## config.mk

```make
export PLATFORM = sky130hd
export DESIGN_NAME = http_response_header_parser_unit
export DESIGN_NICKNAME = d
export VERILOG_FILES = /design/src/rtl/hrhp_pkg.sv /design/src/rtl/hrhp_core.sv /design/src/rtl/http_response_header_parser_unit.sv
export SDC_FILE = /design/constraint.sdc
export NUM_CORES = 1
export LEC_CHECK = 0
export ABC_AREA = 1
export BUFFER_PORTS_ARGS = -buffer_cell sky130_fd_sc_hd__buf_2
export CORE_ASPECT_RATIO = 1.75
export CORE_MARGIN = 2
export CORE_UTILIZATION = 40
export DETAILED_ROUTE_END_ITERATION = 12
export GPL_ROUTABILITY_DRIVEN = 0
export SLEW_MARGIN = 5
export SYNTH_ARGS = -nofsm -noshare
export SYNTH_HDL_FRONTEND = slang
export SYNTH_HIERARCHICAL = 1
export SYNTH_SLANG_ARGS = --single-unit
```

## constraint.sdc

```tcl
create_clock -name clk -period 9.2 [get_ports clk]
set_clock_uncertainty 0.1 [all_clocks]
set_input_delay 0.92 -clock clk [delete_from_list [all_inputs] [get_ports clk]]
set_output_delay 0.92 -clock clk [all_outputs]
set_load 0.05 [all_outputs]
```

## src/rtl/hrhp_pkg.sv

```systemverilog
package hrhp_pkg;

    localparam logic [7:0] CH_CR    = 8'd13;
    localparam logic [7:0] CH_LF    = 8'd10;
    localparam logic [7:0] CH_SP    = 8'd32;
    localparam logic [7:0] CH_COLON = 8'd58;
    localparam logic [7:0] CH_0     = 8'd48;
    localparam logic [7:0] CH_9     = 8'd57;

    localparam logic [15:0] DEC_BASE = 16'd10;

    localparam int MAX_RES = 3;
    localparam int CNT_W   = $clog2(MAX_RES + 1);

    typedef enum logic [2:0] {
        K_TEXT  = 3'd0,
        K_NAME  = 3'd1,
        K_VALUE = 3'd2,
        K_HDONE = 3'd3,
        K_DROP  = 3'd4,
        K_BODY  = 3'd5,
        K_SUM   = 3'd6
    } kind_t;

    typedef enum logic [1:0] {
        ERR_OK         = 2'd0,
        ERR_INCOMPLETE = 2'd1,
        ERR_MALFORMED  = 2'd2,
        ERR_INVALID    = 2'd3
    } err_t;

    typedef enum logic [5:0] {
        PH_VERSION = 6'b000001,
        PH_CODE    = 6'b000010,
        PH_TEXT    = 6'b000100,
        PH_NAME    = 6'b001000,
        PH_VALUE   = 6'b010000,
        PH_BODY    = 6'b100000
    } phase_t;

    typedef struct packed {
        phase_t      phase;
        logic [15:0] code;
        logic        malformed;
        logic        invalid;
        logic        line_start;
        logic        skip_sp;
    } pstate_t;

    typedef struct packed {
        logic       emit;
        kind_t      kind;
        logic [7:0] data;
    } evt_t;

    typedef struct packed {
        pstate_t s;
        evt_t    e;
    } step_t;

    typedef struct packed {
        kind_t       kind;
        logic [7:0]  data;
        logic [15:0] code;
        err_t        err;
        logic        last;
    } res_t;

    typedef struct packed {
        res_t [MAX_RES-1:0] slot;
        logic [CNT_W-1:0]   count;
    } batch_t;

endpackage

```

## src/rtl/hrhp_core.sv

```systemverilog
module hrhp_core (
    input  logic              clk,
    input  logic              rst_n,
    input  logic              take,
    input  logic [7:0]        data_byte,
    input  logic              byte_valid,
    input  logic              end_of_response,
    output hrhp_pkg::batch_t  batch
);

    localparam hrhp_pkg::pstate_t ST_RESET = '{
        phase:      hrhp_pkg::PH_VERSION,
        code:       16'd0,
        malformed:  1'b0,
        invalid:    1'b0,
        line_start: 1'b1,
        skip_sp:    1'b0
    };

    function automatic hrhp_pkg::step_t content_step(hrhp_pkg::pstate_t s, logic [7:0] c);
        hrhp_pkg::step_t r;
        r   = '0;
        r.s = s;
        case (s.phase)
            hrhp_pkg::PH_VERSION:
            begin
                if (c == hrhp_pkg::CH_SP)
                begin
                    r.s.phase = hrhp_pkg::PH_CODE;
                end
            end
            hrhp_pkg::PH_CODE:
            begin
                if (c == hrhp_pkg::CH_SP)
                begin
                    r.s.phase = hrhp_pkg::PH_TEXT;
                end
                else if (c inside {[hrhp_pkg::CH_0:hrhp_pkg::CH_9]})
                begin
                    r.s.code = 16'(s.code * hrhp_pkg::DEC_BASE + 16'(c - hrhp_pkg::CH_0));
                end
                else
                begin
                    r.s.invalid = 1'b1;
                end
            end
            hrhp_pkg::PH_TEXT:
            begin
                r.e = '{emit: 1'b1, kind: hrhp_pkg::K_TEXT, data: c};
            end
            hrhp_pkg::PH_NAME:
            begin
                r.s.line_start = 1'b0;
                if (c == hrhp_pkg::CH_COLON)
                begin
                    r.s.phase   = hrhp_pkg::PH_VALUE;
                    r.s.skip_sp = 1'b1;
                end
                else
                begin
                    r.e = '{emit: 1'b1, kind: hrhp_pkg::K_NAME, data: c};
                end
            end
            hrhp_pkg::PH_VALUE:
            begin
                if (!(s.skip_sp && c == hrhp_pkg::CH_SP))
                begin
                    r.s.skip_sp = 1'b0;
                    r.e = '{emit: 1'b1, kind: hrhp_pkg::K_VALUE, data: c};
                end
            end
            default:
            begin
                r.e = '{emit: 1'b1, kind: hrhp_pkg::K_BODY, data: c};
            end
        endcase
        return r;
    endfunction

    function automatic hrhp_pkg::step_t line_end_step(hrhp_pkg::pstate_t s);
        hrhp_pkg::step_t r;
        r   = '0;
        r.s = s;
        r.s.line_start = 1'b1;
        r.s.skip_sp    = 1'b0;
        case (s.phase)
            hrhp_pkg::PH_VERSION:
            begin
                r.s.malformed = 1'b1;
                r.s.phase     = hrhp_pkg::PH_NAME;
            end
            hrhp_pkg::PH_CODE, hrhp_pkg::PH_TEXT:
            begin
                r.s.phase = hrhp_pkg::PH_NAME;
            end
            hrhp_pkg::PH_NAME:
            begin
                if (s.line_start)
                begin
                    r.s       = s;
                    r.s.phase = hrhp_pkg::PH_BODY;
                end
                else
                begin
                    r.e = '{emit: 1'b1, kind: hrhp_pkg::K_DROP, data: 8'd0};
                end
            end
            hrhp_pkg::PH_VALUE:
            begin
                r.e       = '{emit: 1'b1, kind: hrhp_pkg::K_HDONE, data: 8'd0};
                r.s.phase = hrhp_pkg::PH_NAME;
            end
            default:
            begin
                r.s = s;
            end
        endcase
        return r;
    endfunction

    hrhp_pkg::pstate_t st_reg, st_next;
    logic              held_reg, held_next;

    always_comb
    begin
        hrhp_pkg::step_t              sa;
        hrhp_pkg::step_t              sb;
        hrhp_pkg::err_t               err;
        hrhp_pkg::res_t [2:0]         ev;
        logic [2:0]                   ev_on;
        logic [hrhp_pkg::CNT_W-1:0]   n;

        sa        = '0;
        sa.s      = st_reg;
        sb        = '0;
        sb.s      = st_reg;
        held_next = held_reg;

        if (byte_valid)
        begin
            if (st_reg.phase == hrhp_pkg::PH_BODY)
            begin
                sa.e = '{emit: 1'b1, kind: hrhp_pkg::K_BODY, data: data_byte};
                sb.s = st_reg;
            end
            else if (held_reg)
            begin
                held_next = 1'b0;
                if (data_byte == hrhp_pkg::CH_LF)
                begin
                    sa = line_end_step(st_reg);
                    sb.s = sa.s;
                end
                else
                begin
                    sa = content_step(st_reg, hrhp_pkg::CH_CR);
                    sb.s = sa.s;
                    if (data_byte == hrhp_pkg::CH_CR)
                    begin
                        held_next = 1'b1;
                    end
                    else
                    begin
                        sb = content_step(sa.s, data_byte);
                    end
                end
            end
            else if (data_byte == hrhp_pkg::CH_CR)
            begin
                held_next = 1'b1;
            end
            else
            begin
                sa = content_step(st_reg, data_byte);
                sb.s = sa.s;
            end
        end

        if (sb.s.phase != hrhp_pkg::PH_BODY)
        begin
            err = hrhp_pkg::ERR_INCOMPLETE;
        end
        else if (sb.s.malformed)
        begin
            err = hrhp_pkg::ERR_MALFORMED;
        end
        else if (sb.s.invalid)
        begin
            err = hrhp_pkg::ERR_INVALID;
        end
        else
        begin
            err = hrhp_pkg::ERR_OK;
        end

        st_next = sb.s;
        if (end_of_response)
        begin
            st_next   = ST_RESET;
            held_next = 1'b0;
        end

        ev_on = {end_of_response, sb.e.emit, sa.e.emit};
        ev[0] = '{kind: sa.e.kind, data: sa.e.data, code: 16'd0,
                  err: hrhp_pkg::ERR_OK, last: 1'b0};
        ev[1] = '{kind: sb.e.kind, data: sb.e.data, code: 16'd0,
                  err: hrhp_pkg::ERR_OK, last: 1'b0};
        ev[2] = '{kind: hrhp_pkg::K_SUM, data: 8'd0,
                  code: (err == hrhp_pkg::ERR_OK) ? sb.s.code : 16'd0,
                  err: err, last: 1'b0};

        batch = '0;
        n     = '0;
        for (int i = 0; i < hrhp_pkg::MAX_RES; i++)
        begin
            if (ev_on[i])
            begin
                batch.slot[n] = ev[i];
                n = n + 1'b1;
            end
        end
        if (n != '0)
        begin
            batch.slot[n - 1'b1].last = 1'b1;
        end
        batch.count = n;
    end

    always_ff @(posedge clk or negedge rst_n)
    begin
        if (!rst_n)
        begin
            st_reg   <= ST_RESET;
            held_reg <= 1'b0;
        end
        else if (take)
        begin
            st_reg   <= st_next;
            held_reg <= held_next;
        end
    end

endmodule

```

## src/rtl/http_response_header_parser_unit.sv

```systemverilog
// A request's first result is registered on accept, presented in the next cycle.
// Throughput: one request per cycle; a request that yields k results (k up to 3)
// holds off the next request while the result buffer drains or out_stall is high.
// Reset (rst_n, async, active low) returns the parser to the version field, empties
// the result buffer and drops any held CR.
module http_response_header_parser_unit (
    input  logic        clk,
    input  logic        rst_n,
    input  logic        in_valid,
    output logic        in_stall,
    input  logic [7:0]  data_byte,
    input  logic        byte_valid,
    input  logic        end_of_response,
    output logic        out_valid,
    input  logic        out_stall,
    output logic [2:0]  kind,
    output logic [7:0]  out_byte,
    output logic [15:0] status_code,
    output logic [1:0]  error_code,
    output logic        last_of_run
);

    hrhp_pkg::batch_t                         batch;
    hrhp_pkg::res_t [hrhp_pkg::MAX_RES-1:0]   res_reg, res_next;
    logic [hrhp_pkg::CNT_W-1:0]               cnt_reg, cnt_next;
    logic                                     take;
    logic                                     pop;

    assign out_valid = (cnt_reg != '0);
    assign pop       = out_valid && !out_stall;
    assign in_stall  = (cnt_reg > hrhp_pkg::CNT_W'(1)) ||
                       ((cnt_reg == hrhp_pkg::CNT_W'(1)) && out_stall);
    assign take      = in_valid && !in_stall;

    hrhp_core u_core (
        .clk             (clk),
        .rst_n           (rst_n),
        .take            (take),
        .data_byte       (data_byte),
        .byte_valid      (byte_valid),
        .end_of_response (end_of_response),
        .batch           (batch)
    );

    always_comb
    begin
        res_next = res_reg;
        cnt_next = cnt_reg;
        if (take)
        begin
            res_next = batch.slot;
            cnt_next = batch.count;
        end
        else if (pop)
        begin
            for (int i = 0; i < hrhp_pkg::MAX_RES - 1; i++)
            begin
                res_next[i] = res_reg[i + 1];
            end
            cnt_next = cnt_reg - 1'b1;
        end
    end

    always_ff @(posedge clk or negedge rst_n)
    begin
        if (!rst_n)
        begin
            cnt_reg <= '0;
        end
        else
        begin
            cnt_reg <= cnt_next;
        end
    end

    always_ff @(posedge clk)
    begin
        res_reg <= res_next;
    end

    assign kind        = res_reg[0].kind;
    assign out_byte    = res_reg[0].data;
    assign status_code = res_reg[0].code;
    assign error_code  = res_reg[0].err;
    assign last_of_run = res_reg[0].last;

    a_load_count: assert property (@(posedge clk) disable iff (!rst_n)
        take |=> (cnt_reg == $past(batch.count)))
        else $error("result count not loaded on accept");

    a_tail_last: assert property (@(posedge clk) disable iff (!rst_n)
        (cnt_reg == hrhp_pkg::CNT_W'(1)) |-> res_reg[0].last)
        else $error("final buffered result lacks last_of_run");

    a_non_summary_clean: assert property (@(posedge clk) disable iff (!rst_n)
        (out_valid && kind != hrhp_pkg::K_SUM) |->
            (status_code == 16'd0 && error_code == hrhp_pkg::ERR_OK))
        else $error("code or error set on a non-summary result");

    a_summary_last: assert property (@(posedge clk) disable iff (!rst_n)
        (out_valid && kind == hrhp_pkg::K_SUM) |-> last_of_run)
        else $error("summary is not the last result of its request");

endmodule
```

==> impl_metrics.tcl <==
set metrics [dict create \
    status "finished with violations" \
    failed_checks "design-rule violations" \
    async_flop_share_pct 24.4 \
    synthesis.area_sq_um 8340 \
    ios 46 \
    crit_slowest_cell "dfrtp_1" \
    postCtsSetupRepairBufs 0 \
    seq_area_frac_synth_pct 41.1 \
    tns_ns 0 \
    clk_latency_ns 0.42 \
    drt-total-wl_um 20100 \
    cp_cell_sequence "ha_1 > ha_1 > fa_1 > nand3_1 > nand2_1 > nand4_1 > o211ai_1 > nand2_1 > nand2_1 > a21oi_1 > xnor2_1 > ha_1 > nand2_1 > nor2_1 > nand4_1 > nor2_1 > nor2_1 > nand3_1 > nand2_1 > a21oi_1 > nand4_2 > nor2_1 > nand2_1 > nand2_1" \
    setup_viol 0 \
    start_util_pct 40.9 \
    grt_pass1_vias 6453 \
    ys_ff_latch 119 \
    crit_fanout 5 \
    synth_top_area_share_pct 32.4 \
    yosys_most_used_dff "edfxtp_1" \
    cts_resized 0 \
    antenna_cells 0 \
    vias_per_cell 5.11 \
    layout-drive-gt1-share_pct 12.3 \
    dieArea_sq_um 22100 \
    critPathBufInv 0 \
    antenna_left 0 \
    cts_made_buffers 17 \
    cp.arrival_ns 4.44 \
    ys_warn_count 6 \
    synthToLayoutAreaGrowth_pct 8.79 \
    htreeDepth 4 \
    io_buffers 45 \
    ir_drop_uv 115 \
    synth_edf_count 90 \
    cp_slowest_stage_delay_ns 0.45 \
    gr-total-overflow 0 \
    grt_pass1_wl_um 32300 \
    grt_usage_pct 18.5 \
    rsz0062_at_grt "no" \
    largest_reg_flops 60 \
    row_count 69 \
    fillers 2067 \
    synthTopCellsByArea "edfxtp_1 32%, nand2_1 17%, dfrtp_1 8.1%" \
    ctsLongestPathBuffers 2 \
    r2r_slack_ns 4.95 \
    p_per_area_nw_per_um2 284 \
    antenna_found_initial 0 \
    dr.pass1.iters 9 \
    drcViolationCount 3 \
    instances_no_fill 1338 \
    startpoint_type "flip-flop" \
    crit_required_ns 9.39 \
    fin_ws_ns 4.95 \
    leakagePower_nw 4.53 \
    finalHoldViolCount 0 \
    cts-root-buf "clkbuf_16" \
    drv_slew 0 \
    dp.cells 1306 \
    fin_crit_sh_pct 46.2 \
    die_w_um 113 \
    die_y_um 195 \
    pre_cts_ws_ns 4.70 \
    clkSinkCount 119 \
    synthCells 1068 \
    synth_top_cell_by_area "edfxtp_1" \
    fmax_mhz 235 \
    hold_buffers 0 \
    via_count 6839 \
    fin_crit_ns 4.25 \
    yosys.cell_types.count 45 \
    tightestPinTransition_ns 1.10 \
    grt_max_degree 105 \
    nNetsFinal 1139 \
    power_w 0.00258 \
    coreArea_sq_um 20400 \
    critical_path_class "flip-flop to flip-flop" \
    syn_avg_cell_area_sq_um 7.81 \
    path_delay_family "simple AND/OR/NAND/NOR gates" \
    hpwl_um 14800 \
    final_common_cell "nand2_1" \
    final_cell_mix "368 x nand2_1, 115 x nor2_1, 101 x inv_1" \
    drt_iter0_markers 464 \
    hold_path.class "flip-flop to flip-flop" \
    end_kind "flip-flop" \
    cts_tree "done" \
    wl_per_cell_um 15.1 \
    maxCapViolCount 0 \
    clk_pin_slew_ns 0.06 \
    relSlewSlack_pct 26.5 \
    cpMostUsedCell "nand2_1" \
]
-- logic make-up after synthesis --
family	Yosys count	share of synthesized area (%)
compound gates	109	7.17
simple gates	590	31.1
flops	119	41.1
fa+ha+maj	48	7.38
other cells	1	0.0450
xor+xnor	21	2.21
buf+inv	180	11.0
-- metal layers --
metal  vias to the layer above  routed length (um)  track usage (%)
met5                         -                   0                0
met4                         0                 474             7.45
met3                        31                 806             2.95
met2                       189               10700             33.5
met1                      3173                8210             21.4
li1                       3446                   -                -
-- Yosys cell counts, drive strengths merged, types with 3 or more instances --
master,count
inv,111
dfrtp,27
a21oi,34
xnor2,13
nor2,129
o211ai,3
xor2,8
nand3,47
nand4,24
o21ai,52
buf,57
ha,46
nand2,375
edfxtp,90
o22ai,9
nand3b,3
nor3,11
clkbuf,10
-- path summary, 6_finish.rpt --
| kind | startpoint | endpoint | cells after the start |
|---|---|---|---|
| max | u_core/st_reg[7]$_DFFE_PN0P_ | status_code[15]$_DFFE_PP_ | 24 |
| min | res_reg[37]$_DFFE_PP_ | status_code[4]$_DFFE_PP_ | 2 |
| max reg2reg | u_core/st_reg[7]$_DFFE_PN0P_ | status_code[15]$_DFFE_PP_ | 24 |
| min reg2reg | res_reg[37]$_DFFE_PP_ | status_code[4]$_DFFE_PP_ | 2 |
| max in group asynchronous | rst_n | u_core/st_reg[14]$_DFFE_PN0P_ | 1 |
| min in group asynchronous | rst_n | u_core/st_reg[24]$_DFFE_PN0P_ | 1 |
-- tightest hold or removal path, stage by stage (launching register included) --
cell and delay [ns]:
edfxtp_1 0.31, nand2_1 0.05, nand2_1 0.05
-- power breakdown --
part | switching, W | internal, W
sequential | 0.0000594 | 0.000833
combinational | 0.000780 | 0.000220
clock | 0.000244 | 0.000445
total | 0.00108 | 0.00150
-- through the flow --
| stage | util [%] | area, sq um | hold WS (ns) |
|---|---|---|---|
| 2_1_floorplan | - | 8370 | 0.372 |
| 3_3_place_gp | 41.5 | 8450 | 0.388 |
| 3_5_place_dp | 41.5 | 8450 | 0.394 |
| 4_1_cts | 44.5 | 9070 | 0.411 |
| 5_1_grt | 44.5 | 9070 | 0.425 |
| 6_report | 44.5 | 9070 | 0.407 |
-- final cells by class --
class,instances,area [sq um],share of cell area [%]
flip-flops and latches,119,3430,37.8
clock inverters,10,115,1.27
repair buffers,49,255,2.81
clock buffers,22,507,5.59
inverters,113,429,4.73
multi-input cells,777,4030,44.4
well taps,248,310,3.42
(Power assumes the default switching activity.)
